File: config.mk
export PLATFORM = sky130hd
export DESIGN_NAME = square_wave_oscillator_glide_unit
export DESIGN_NICKNAME = d
export VERILOG_FILES = /design/src/hw/rtl/sqosc_pkg.sv /design/src/hw/rtl/square_wave_oscillator_glide_unit.sv
export SDC_FILE = /design/constraint.sdc
export NUM_CORES = 2
export LEC_CHECK = 0
export BUFFER_PORTS_ARGS = -buffer_cell sky130_fd_sc_hd__buf_2
export CAP_MARGIN = 0
export CORE_ASPECT_RATIO = 0.5
export CORE_MARGIN = 1.5
export CORE_UTILIZATION = 53
export CTS_BUF_LIST = sky130_fd_sc_hd__clkbuf_8
export CTS_CLUSTER_SIZE = 30
export DETAILED_ROUTE_END_ITERATION = 12
export GPL_TIMING_DRIVEN = 0
export HOLD_SLACK_MARGIN = 0.1
export PLACE_DENSITY = 0.68
export SLEW_MARGIN = 20
export SYNTH_ARGS = -nofsm -noshare
export SYNTH_HDL_FRONTEND = slang
export SYNTH_SLANG_ARGS = --single-unit
export TNS_END_PERCENT = 50
File: constraint.sdc
create_clock -name clock -period 7.5 [get_ports clock]
set_input_delay 1.5 -clock clock [delete_from_list [all_inputs] [get_ports clock]]
set_output_delay 1.5 -clock clock [all_outputs]
set_load 0.02 [all_outputs]
File: src/hw/rtl/sqosc_pkg.sv
// Shared types, constants and microcode program of the square-wave glide oscillator.
`timescale 1ns / 1ps
`default_nettype none

package sqosc_pkg;

   // field and state widths
   localparam int unsigned FREQ_IN_W  = 23;  // Hz, 8 fraction bits
   localparam int unsigned VOL_W      = 16;
   localparam int unsigned LEN_W      = 13;
   localparam int unsigned SAMPLE_W   = 16;
   localparam int unsigned FREQ_W     = 40;  // Hz, 25 fraction bits
   localparam int unsigned STEP_W     = 41;  // signed glide step
   localparam int unsigned PPH_W      = 36;
   localparam int unsigned PPH_LO_W   = 18;
   localparam int unsigned PPH_HI_W   = PPH_W - PPH_LO_W;
   localparam int unsigned PROD_W     = 59;
   localparam int unsigned PART_W     = FREQ_IN_W + PPH_LO_W;
   localparam int unsigned FREQ_SHIFT = FREQ_W - FREQ_IN_W;
   localparam int unsigned DIV_CNT_W  = 6;
   localparam int unsigned LEN_MAX    = 8191;

   localparam logic [PPH_W-1:0]   PPH_RESET  = 36'd5864062014;
   localparam logic [VOL_W-1:0]   VOL_FULL   = 16'd32768;
   localparam logic [DIV_CNT_W-1:0] DIV_LAST = 6'(FREQ_W - 1);

   // microcode step addresses
   localparam int unsigned PC_W = 4;
   localparam logic [PC_W-1:0] PC_FETCH     = 4'd0;
   localparam logic [PC_W-1:0] PC_MODE      = 4'd1;
   localparam logic [PC_W-1:0] PC_FIRST     = 4'd2;
   localparam logic [PC_W-1:0] PC_DIV_LOAD  = 4'd3;
   localparam logic [PC_W-1:0] PC_DIV_STEP  = 4'd4;
   localparam logic [PC_W-1:0] PC_GLIDE_SET = 4'd5;
   localparam logic [PC_W-1:0] PC_GLIDE_CHK = 4'd6;
   localparam logic [PC_W-1:0] PC_FREQ_ADD  = 4'd7;
   localparam logic [PC_W-1:0] PC_DIRECT    = 4'd8;
   localparam logic [PC_W-1:0] PC_MUL_PART  = 4'd9;
   localparam logic [PC_W-1:0] PC_MUL_SUM   = 4'd10;
   localparam logic [PC_W-1:0] PC_WAIT_OUT  = 4'd11;
   localparam logic [PC_W-1:0] PC_EMIT      = 4'd12;
   localparam logic [PC_W-1:0] PC_STOP      = 4'd13;

   typedef enum logic [3:0] {
      OP_NOP,
      OP_FETCH,
      OP_DIV_LOAD,
      OP_DIV_STEP,
      OP_GLIDE_SET,
      OP_FREQ_ADD,
      OP_DIRECT,
      OP_MUL_PART,
      OP_MUL_SUM,
      OP_EMIT,
      OP_STOP
   } op_type;

   typedef enum logic [3:0] {
      C_NEVER,
      C_ALWAYS,
      C_NO_REQ,
      C_DIRECT,
      C_NOT_FIRST,
      C_SAME_TARGET,
      C_DIV_MORE,
      C_NOT_GLIDING,
      C_RSP_FULL
   } cond_type;

   typedef struct packed {
      op_type           op;
      cond_type         cond;
      logic [PC_W-1:0]  target;
   } ctrl_word_type;

   // program ROM: jump to target when cond holds, else fall through
   function automatic ctrl_word_type ucode(input logic [PC_W-1:0] pc);
      ctrl_word_type w;
      w = '{op: OP_NOP, cond: C_ALWAYS, target: PC_FETCH};
      unique case (pc)
         PC_FETCH:     w = '{op: OP_FETCH,     cond: C_NO_REQ,      target: PC_FETCH};
         PC_MODE:      w = '{op: OP_NOP,       cond: C_DIRECT,      target: PC_DIRECT};
         PC_FIRST:     w = '{op: OP_NOP,       cond: C_NOT_FIRST,   target: PC_GLIDE_CHK};
         PC_DIV_LOAD:  w = '{op: OP_DIV_LOAD,  cond: C_SAME_TARGET, target: PC_STOP};
         PC_DIV_STEP:  w = '{op: OP_DIV_STEP,  cond: C_DIV_MORE,    target: PC_DIV_STEP};
         PC_GLIDE_SET: w = '{op: OP_GLIDE_SET, cond: C_NEVER,       target: PC_FETCH};
         PC_GLIDE_CHK: w = '{op: OP_NOP,       cond: C_NOT_GLIDING, target: PC_WAIT_OUT};
         PC_FREQ_ADD:  w = '{op: OP_FREQ_ADD,  cond: C_ALWAYS,      target: PC_MUL_PART};
         PC_DIRECT:    w = '{op: OP_DIRECT,    cond: C_NEVER,       target: PC_FETCH};
         PC_MUL_PART:  w = '{op: OP_MUL_PART,  cond: C_NEVER,       target: PC_FETCH};
         PC_MUL_SUM:   w = '{op: OP_MUL_SUM,   cond: C_NEVER,       target: PC_FETCH};
         PC_WAIT_OUT:  w = '{op: OP_NOP,       cond: C_RSP_FULL,    target: PC_WAIT_OUT};
         PC_EMIT:      w = '{op: OP_EMIT,      cond: C_ALWAYS,      target: PC_FETCH};
         PC_STOP:      w = '{op: OP_STOP,      cond: C_ALWAYS,      target: PC_WAIT_OUT};
         default:      w = '{op: OP_NOP,       cond: C_ALWAYS,      target: PC_FETCH};
      endcase
      return w;
   endfunction

endpackage

`default_nettype wire

File: src/hw/rtl/square_wave_oscillator_glide_unit.sv
// Square-wave oscillator with phase accumulator and linear glide, microcoded top level.
`timescale 1ns / 1ps
`default_nettype none

// Channel  | Direction | Handshake             | Word contents
// ---------+-----------+-----------------------+----------------------------------------
// req      | in        | req_valid / req_ready | mode, frequency, volume, block_length,
//          |           |                       | first_in_block
// rsp      | out       | rsp_valid / rsp_ready | sample (signed Q1.15)
// csr      | in        | csr_we (no wait)      | phase_per_hz
//
// One word at a time, run by a 14-step microprogram. Each word starts at fetch and
// ends with emit; direct mode and glide samples recompute the phase increment, and a
// block start that sets a new glide first runs the restoring divider (one quotient
// bit per cycle, 40 bits). Synchronous reset returns control and architectural state
// to zero and phase_per_hz to 48 kHz scaling; payload and scratch are not reset.
// The output register frees the sequencer: it only stalls, at the step before emit,
// while a previous sample is still waiting on rsp_ready.

module square_wave_oscillator_glide_unit
   import sqosc_pkg::*;
#(
   parameter int unsigned MAX_BLOCK  = 4096,
   parameter int unsigned PHASE_BITS = 32
) (
   input  wire                          clock,
   input  wire                          reset,
   input  wire                          req_valid,
   output logic                         req_ready,
   input  wire                          req_mode,
   input  wire         [FREQ_IN_W-1:0]  req_frequency,
   input  wire         [VOL_W-1:0]      req_volume,
   input  wire         [LEN_W-1:0]      req_block_length,
   input  wire                          req_first_in_block,
   output logic                         rsp_valid,
   input  wire                          rsp_ready,
   output logic signed [SAMPLE_W-1:0]   rsp_sample,
   input  wire                          csr_we,
   input  wire         [PPH_W-1:0]      csr_wdata
);

   // effective block cap: the length field cannot exceed LEN_MAX anyway
   localparam int unsigned LEN_CAP   = (MAX_BLOCK > LEN_MAX) ? LEN_MAX : MAX_BLOCK;
   localparam int unsigned SL_W      = $clog2(LEN_CAP + 1);
   localparam int unsigned INC_SHIFT = 56 - PHASE_BITS;

   // sequencer
   logic [PC_W-1:0]        pc_ff, pc_in;
   ctrl_word_type          cw;
   logic                   cond_hit;

   // architectural state
   logic [PPH_W-1:0]       pph_ff, pph_in;
   logic [PHASE_BITS-1:0]  phase_ff, phase_in;
   logic [FREQ_W-1:0]      cur_ff, cur_in;
   logic [PHASE_BITS-1:0]  inc_ff, inc_in;
   logic [STEP_W-1:0]      step_ff, step_in;
   logic [SL_W-1:0]        left_ff, left_in;
   logic                   gliding_ff, gliding_in;
   logic                   rsp_valid_ff, rsp_valid_in;
   logic [SAMPLE_W-1:0]    sample_ff, sample_in;

   // latched request word and scratch datapath
   logic                   mode_ff, mode_in;
   logic [FREQ_IN_W-1:0]   freq_ff, freq_in;
   logic [VOL_W-1:0]       vol_ff, vol_in;
   logic [LEN_W-1:0]       len_ff, len_in;
   logic                   first_ff, first_in;
   logic [LEN_W-1:0]       den_ff, den_in;       // saturated block length
   logic                   up_ff, up_in;
   logic [FREQ_W-1:0]      quo_ff, quo_in;       // dividend shifts out, quotient in
   logic [LEN_W-1:0]       rem_ff, rem_in;
   logic [DIV_CNT_W-1:0]   cnt_ff, cnt_in;
   logic [PART_W-1:0]      plo_ff, plo_in;
   logic [PART_W-1:0]      phi_ff, phi_in;

   // combinational helpers
   logic [FREQ_W-1:0]      target;
   logic [LEN_W-1:0]       len_sat;
   logic [LEN_W:0]         rem_sh;
   logic [FREQ_W-1:0]      quo_sh;
   logic [FREQ_IN_W-1:0]   hz8;
   logic [PROD_W-1:0]      prod;
   logic [VOL_W-1:0]       vol_sat;
   logic [SL_W-1:0]        left_dec;

   assign cw        = ucode(pc_ff);
   assign target    = {freq_ff, FREQ_SHIFT'(0)};
   assign hz8       = cur_ff[FREQ_W-1 -: FREQ_IN_W];
   assign req_ready = (cw.op == OP_FETCH);
   assign rsp_valid = rsp_valid_ff;
   assign rsp_sample = sample_ff;

   // zero length counts as one; long blocks clamp to the cap
   always_comb begin
      len_sat = len_ff;
      if (len_ff == '0) begin
         len_sat = LEN_W'(1);
      end else if (len_ff > LEN_W'(LEN_CAP)) begin
         len_sat = LEN_W'(LEN_CAP);
      end
   end

   assign rem_sh   = {rem_ff, quo_ff[FREQ_W-1]};
   assign quo_sh   = {quo_ff[FREQ_W-2:0], 1'b0};
   assign prod     = PROD_W'(plo_ff) + (PROD_W'(phi_ff) << PPH_LO_W);
   assign vol_sat  = (vol_ff > VOL_FULL) ? VOL_FULL : vol_ff;
   assign left_dec = (left_ff != '0) ? left_ff - SL_W'(1) : '0;

   // branch conditions
   always_comb begin
      case (cw.cond)
         C_NEVER:       cond_hit = 1'b0;
         C_ALWAYS:      cond_hit = 1'b1;
         C_NO_REQ:      cond_hit = !req_valid;
         C_DIRECT:      cond_hit = mode_ff;
         C_NOT_FIRST:   cond_hit = !first_ff;
         C_SAME_TARGET: cond_hit = (target == cur_ff);
         C_DIV_MORE:    cond_hit = (cnt_ff != '0);
         C_NOT_GLIDING: cond_hit = !gliding_ff;
         // held only while the waiting sample is not taken this cycle
         C_RSP_FULL:    cond_hit = rsp_valid_ff && !rsp_ready;
         default:       cond_hit = 1'b0;
      endcase
   end

   // datapath, decoded from the control word
   always_comb begin
      pc_in        = cond_hit ? cw.target : pc_ff + PC_W'(1);
      pph_in       = csr_we ? csr_wdata : pph_ff;
      phase_in     = phase_ff;
      cur_in       = cur_ff;
      inc_in       = inc_ff;
      step_in      = step_ff;
      left_in      = left_ff;
      gliding_in   = gliding_ff;
      rsp_valid_in = rsp_valid_ff && !rsp_ready;
      sample_in    = sample_ff;
      mode_in      = mode_ff;
      freq_in      = freq_ff;
      vol_in       = vol_ff;
      len_in       = len_ff;
      first_in     = first_ff;
      den_in       = den_ff;
      up_in        = up_ff;
      quo_in       = quo_ff;
      rem_in       = rem_ff;
      cnt_in       = cnt_ff;
      plo_in       = plo_ff;
      phi_in       = phi_ff;

      unique case (cw.op)
         OP_NOP: begin
         end
         OP_FETCH: begin
            if (req_valid) begin
               mode_in  = req_mode;
               freq_in  = req_frequency;
               vol_in   = req_volume;
               len_in   = req_block_length;
               first_in = req_first_in_block;
            end
         end
         OP_DIV_LOAD: begin
            // magnitude of the frequency gap over the block length
            den_in = len_sat;
            up_in  = target > cur_ff;
            quo_in = (target > cur_ff) ? target - cur_ff : cur_ff - target;
            rem_in = '0;
            cnt_in = DIV_LAST;
         end
         OP_DIV_STEP: begin
            if (rem_sh >= {1'b0, den_ff}) begin
               rem_in = LEN_W'(rem_sh - {1'b0, den_ff});
               quo_in = quo_sh | FREQ_W'(1);
            end else begin
               rem_in = rem_sh[LEN_W-1:0];
               quo_in = quo_sh;
            end
            cnt_in = cnt_ff - DIV_CNT_W'(1);
         end
         OP_GLIDE_SET: begin
            step_in    = up_ff ? {1'b0, quo_ff} : STEP_W'(0) - {1'b0, quo_ff};
            left_in    = SL_W'(den_ff);
            gliding_in = 1'b1;
         end
         OP_FREQ_ADD: begin
            // two's complement step, wrap modulo 2^40
            cur_in = cur_ff + step_ff[FREQ_W-1:0];
         end
         OP_DIRECT: begin
            cur_in     = target;
            gliding_in = 1'b0;
            left_in    = '0;
         end
         OP_MUL_PART: begin
            // 23 x 36 product split into two 23 x 18 halves
            plo_in = PART_W'(hz8) * PART_W'(pph_ff[PPH_LO_W-1:0]);
            phi_in = PART_W'(hz8) * PART_W'(pph_ff[PPH_W-1 -: PPH_HI_W]);
         end
         OP_MUL_SUM: begin
            inc_in = prod[INC_SHIFT +: PHASE_BITS];
         end
         OP_EMIT: begin
            sample_in    = phase_ff[PHASE_BITS-1] ? '0 : SAMPLE_W'(0) - vol_sat;
            rsp_valid_in = 1'b1;
            phase_in     = phase_ff + inc_ff;
            if (gliding_ff) begin
               left_in = left_dec;
               // end of block: snap to target, increment left as is
               if (left_dec == '0) begin
                  cur_in     = target;
                  gliding_in = 1'b0;
               end
            end
         end
         OP_STOP: begin
            gliding_in = 1'b0;
            left_in    = '0;
         end
         default: begin
         end
      endcase
   end

   // control and architectural state
   always_ff @(posedge clock) begin
      if (reset) begin
         pc_ff        <= PC_FETCH;
         pph_ff       <= PPH_RESET;
         phase_ff     <= '0;
         cur_ff       <= '0;
         inc_ff       <= '0;
         step_ff      <= '0;
         left_ff      <= '0;
         gliding_ff   <= 1'b0;
         rsp_valid_ff <= 1'b0;
      end else begin
         pc_ff        <= pc_in;
         pph_ff       <= pph_in;
         phase_ff     <= phase_in;
         cur_ff       <= cur_in;
         inc_ff       <= inc_in;
         step_ff      <= step_in;
         left_ff      <= left_in;
         gliding_ff   <= gliding_in;
         rsp_valid_ff <= rsp_valid_in;
      end
   end

   // payload and scratch registers
   always_ff @(posedge clock) begin
      sample_ff <= sample_in;
      mode_ff   <= mode_in;
      freq_ff   <= freq_in;
      vol_ff    <= vol_in;
      len_ff    <= len_in;
      first_ff  <= first_in;
      den_ff    <= den_in;
      up_ff     <= up_in;
      quo_ff    <= quo_in;
      rem_ff    <= rem_in;
      cnt_ff    <= cnt_in;
      plo_ff    <= plo_in;
      phi_ff    <= phi_in;
   end

endmodule

`default_nettype wire
Word level (Yosys, flattened, before mapping):

Memories as Yosys holds them, arrays and structs flattened. A register that Yosys moved wholly into a read port is not among the register bits.
Cells that the tools add are included.

* $add $sub $neg: 11
* $mul: 2
* reduce and logical (&&, ||, !) cells: 17
* multiplexer cells: 22
* equality and inequality tests: 21
* $lt $le $gt $ge: 4

Operators with widths (number)
* $mux 40: 4
* $pmux 40 s3: 1
* $pmux 40 s2: 1
* $sub 40x40->40: 2
* $add 41x56->56: 1
* $mux 13: 4
* $mul 23x18->41: 1
* $add 40x40->40: 1
* $eq 40x40->1: 1
* $gt 40x40->1: 1
* $sub 1x40->40 const A: 1
* $pmux 13 s3: 1
* $mul 23x18->38: 1
* $add 32x32->32: 1
* $eq 4x3->1 const B: 8
* $logic_not 13->1: 2
* $pmux 13 s2: 1
* $eq 4x2->1 const B: 4
* $eq 4x4->1 const B: 4
* $gt 16x16->1 const B: 1
* $mux 16: 1
* $sub 1x16->16 const A: 1
* $ge 14x13->1: 1
* $gt 13x13->1 const B: 1
* 20 further kinds: 32

* output and inout port bits: 18
* word-level logic and storage cells: 101
* memory bits (read-only): 192
* register bits after elaboration: 421
* memories: 1
* input bits: 95

Memory list
* (no name shown): depth 16, width 12, rd ports 1, clocked after memory_dff 1, write ports 0, line sqosc_pkg.sv:80 `unique case (pc)`

Depth between registers and ports, before layout:

* depth after elaboration: 6
* mapped depth: 26
* gate-level depth less buffers: 23

Worst setup path after synthesis:

OpenSTA, ideal clock, no wires.

* path kind: register -> register
* start: register cur_ff[31]
* end: register plo_ff[30], data pin
* cell stages (with the launch flop): 25
* slack: 1.010 ns
* library setup time: 0.195 ns
* arrival time: 6.295 ns
* path buffers: 2
* required time: 7.305 ns
* clock period less this slack: 6.490 ns
* cells stage by stage: dfxtp_1 clkbuf_1 clkbuf_1 nand2_1 fa_1 inv_1 fa_1 inv_1 fa_1 inv_1 fa_1 fa_1 inv_1 fa_1 inv_1 ha_1 a21oi_1 o21bai_1 a21oi_1 a21oi_1 o21bai_1 a21boi_0 o21ai_0 or4b_2 o311ai_0

* longest elaborated chain between the ends: 1

RTL lines
* start: declaration: line square_wave_oscillator_glide_unit.sv:55 `logic [FREQ_W-1:0] cur_ff, cur_in;`
* start signal: assignment: line square_wave_oscillator_glide_unit.sv:242 `cur_ff <= cur_in;`
* $mul 23x18->41: line square_wave_oscillator_glide_unit.sv:198 `plo_in = PART_W'(hz8) * PART_W'(pph_ff[PPH_LO_W-1:0]);`
* end signal: assignment: line square_wave_oscillator_glide_unit.sv:264 `plo_ff <= plo_in;`
* end: declaration: line square_wave_oscillator_glide_unit.sv:74 `logic [PART_W-1:0] plo_ff, plo_in;`

Every way passes these cells.
A chain may end at the register's enable or synchronous reset.

Worst setup path after layout:

* start: register cur_ff[31]
* end: register plo_ff[40], data pin

Same word-level chain as after synthesis.

==> reports/qor.csv <==
metric,value,unit
placed wire-length estimate,134000,µm
antenna violations before repair,17,
Logic pwr share,62.4,%
CTS root buf,clkbuf_8,
worst r2r src,cur_ff[31],
P per Cell Area,270,nW/µm²
"area leader, netlist",fa_1,
vias in the first global route,41900,
fillers,8431,
Synth Area in Adders,36.0,%
maximum fanout along the worst path,10,
die footprint,96600,µm²
Final setup viols,0,
clock slew at reported path FFs,0.07,ns
Pleak,25.7,nW
Worst slew margin,19.1,%
fin util,58.2,%
core footprint,93400,µm²
fin crit share,99.5,%
number of synthesized flops with an enable pin,204,
largest net degree at the start of global routing,52,
sequential cell area,10400,µm²
CTS Hold Buffers Added,0,
Antenna Nets Post-Route,0,
"Top FF cell, synth",dfxtp_1,
clk sinks,415,
Seq cells post-synth,415,
synthesized area per cell,8.73,µm²
drt pass-1 iters,11,
number of I/O pins,113,
CTS max path bufs,3,
NetSw,7.29,mW
PortBufs,110,
"Seq/Total Area, Yosys",20.6,%
DRC,9,
Ys Warns,0,
R2R Path End,plo_ff[40],
RePlAce Congestion,0.964,
Initial Util,53.7,%
area of placed instances,52400,µm²
simple-gate share of the synthesized area,17.4,%
kind of critical path,register to register,
status,"finished, violations left",
Sequential Power Share,22.2,%
H-tree depth,3,
top-count cell post-synth,inv_1,
drt via density,5.78,
Setup crit start kind,register,
Overflow after GRT,0,
largest cells by area after synthesis,"fa_1, edfxtp_1, ha_1",
crit path capture type,register,
Worst Tran Pin Value,1.21,ns
post-synthesis mux area share,1.31,%
Sw Ratio,49.7,%
setup slack after layout,0.0354,ns
share of the synthesized area in the top cell type,26.8,%
fmax,0.134,GHz
footprint of the multi-input gates,35200,µm²
Peak VDD IR,0.326,mV
Worst R2R Setup Slack,0.04,ns
"Net Count, Synth",6885,
number of nets in the layout,7073,
min cycle time layout,7.46,ns
DR iter-0 viols,3393,
layout overhead on the synthesized area,8.30,%
FP Rows,79,
WL final,165000,µm
worst endpoint required time,7.95,ns
die height,221,µm
post-synthesis instance area,50200,µm²
post-synthesis xor/xnor area fraction,3.54,%
Synth async-reset ratio,0,%
type of the tightest min-delay check,register to register,
Final Max Slew Viols,0,
post-synthesis compound-gate area fraction,11.6,%
worst-skew pair later-pin latency,0.77,ns
wire per inst,22.8,µm
final hold vios,0,
via count,42000,
top cells by instance count after synthesis,"inv_1, nand2_1, fa_1",
Placement Setup Slack,-1.63,ns
CTS tree,yes,
fin area,54300,µm²
global-route wire length before repair,251000,µm
distinct cell type count after synthesis,94,
cell count after synthesis,5749,
largest family of logic cells by synthesized area,adder cells,
Max-Cap Viols,0,
CP Launch Point,cur_ff[31],
gr usage total,34.6,%
RSZ-0062 raised after global routing,yes,
Critical Path AT,7.92,ns
layout cells sized above 1,7.26,%
Clk pwr share,15.4,%
worst setup path endpoint,plo_ff[40],
Die Wd,438,µm
internal power,7.39,mW
TritonCTS buffer count,71,
failing checks,design-rule violations,
Final Skew,0.0588,ns
r2r worst-path depth,22,
worst max-delay path, cell delays in order, from the launching register on:
cell and delay, ns:
dfxtp_1 0.43, buf_1 0.89, and2_1 0.27, fa_1 0.44, inv_1 0.09, fa_1 0.44, fa_1 0.51, inv_1 0.05
fa_1 0.53, fa_1 0.52, inv_1 0.06, fa_1 0.47, inv_1 0.05, ha_1 0.33, a21oi_1 0.10, nor2b_2 0.35
nand2_1 0.11, a31oi_1 0.23, a31oi_2 0.09, o21a_1 0.25, o21ai_2 0.24, nor4_1 0.10, a311oi_2 0.61
worst min-delay path by stage:
stage	from	endpoint	slack (ns)	cells after the start
CTS	step_ff[31]	step_ff[31]	0.46	2
global route	step_ff[31]	step_ff[31]	0.48	2
floorplan	inc_ff[17]	inc_ff[17]	0.44	2
global placement	phase_ff[21]	phase_ff[21]	0.44	2
detailed placement	step_ff[31]	step_ff[31]	0.45	2
finish	step_ff[31]	step_ff[31]	0.46	2
cell families after synthesis:
logic type                 Yosys count
and+or+nand+nor                   1852
xor gates and xnor gates           203
AOI/OAI and AO/OA                  920
adders and majority gates         1041
buffers and inverters             1254
DFF                                415
muxes                               64
power groups by stage:
stage	logic [mW]	registers, mW	clock network (mW)
floorplan	6.06	3.14	0
global placement	8.74	3.28	0
detailed placement	8.96	3.27	0
CTS	9.05	3.23	2.30
global route	10.1	3.28	2.40
finish	9.16	3.25	2.26
routing by layer:
metal / wire (µm) / vias up / share of wire, % / global-route usage [%]
met5: 27 / - / 0.016 / 0
met3: 16400 / 372 / 9.9 / 9.08
met2: 72500 / 1839 / 44 / 53.8
li1: - / 18900 / - / -
met4: 7030 / 4 / 4.3 / 13.7
met1: 69300 / 20900 / 42 / 46.4
state kept, by name, indices dropped and copies added (netlist names), 4 cells and up:
| signal | count |
|---|---|
| cur_ff | 40 |
| quo_ff | 40 |
| step_ff | 40 |
| phi_ff | 38 |
| pph_ff | 36 |
| inc_ff | 32 |
| phase_ff | 32 |
| freq_ff | 23 |
| plo_ff | 23 |
| rsp_sample | 16 |
| vol_ff | 16 |
| den_ff | 13 |
| left_ff | 13 |
| len_ff | 13 |
| rem_ff | 13 |
| cw | 12 |
| cnt_ff | 6 |
| pc_ff | 4 |
final cells by class:
| cell class | count | share of cell area, % |
|---|---|---|
| repair buffers | 116 | 1.22 |
| flip-flops and latches | 415 | 19.1 |
| diodes | 10 | 0.0461 |
| clock inverters | 50 | 0.714 |
| clock buffers | 80 | 2.03 |
| multi-input cells | 4080 | 64.7 |
| plain buffers | 293 | 2.67 |
| inverters | 960 | 6.63 |
| well taps | 1255 | 2.89 |
metrics by stage:
step / hold slack, ns / power [mW] / setup TNS (ns) / std cells
finish: 0.459 / 14.7 / 0 / 7259
global route: 0.475 / 15.8 / -0.0957 / 7251
CTS: 0.458 / 14.6 / 0 / 7247
detailed placement: 0.449 / 12.2 / -27.07 / 7118
global placement: 0.442 / 12.0 / -25.35 / 7114
floorplan: 0.436 / 9.20 / 0 / 5749
cells in the final DEF, fill, tap and decap left out, drive strengths merged, types with 36 or more instances in the layout:
master  instances
nor2          301
nand3          70
inv           980
fa            672
a21o           79
nand2         833
a211oi         54
a31oi          53
nor2b          37
ha            369
and3           36
a21oi         309
nor3           79
mux2i          62
xnor2         122
buf           172
nand4          37
dfxtp         211
edfxtp        204
xor2           81
o21ai         188
and2          309
clkbuf        317
repair_timing:
item	in CTS	in global routing
gates cloned	0	0
buffers inserted	0	2
endpoints found under the setup margin	37	23
resized for setup	95	207
pin swaps	1	3
Note: power is estimated with default switching activity, not from simulation.
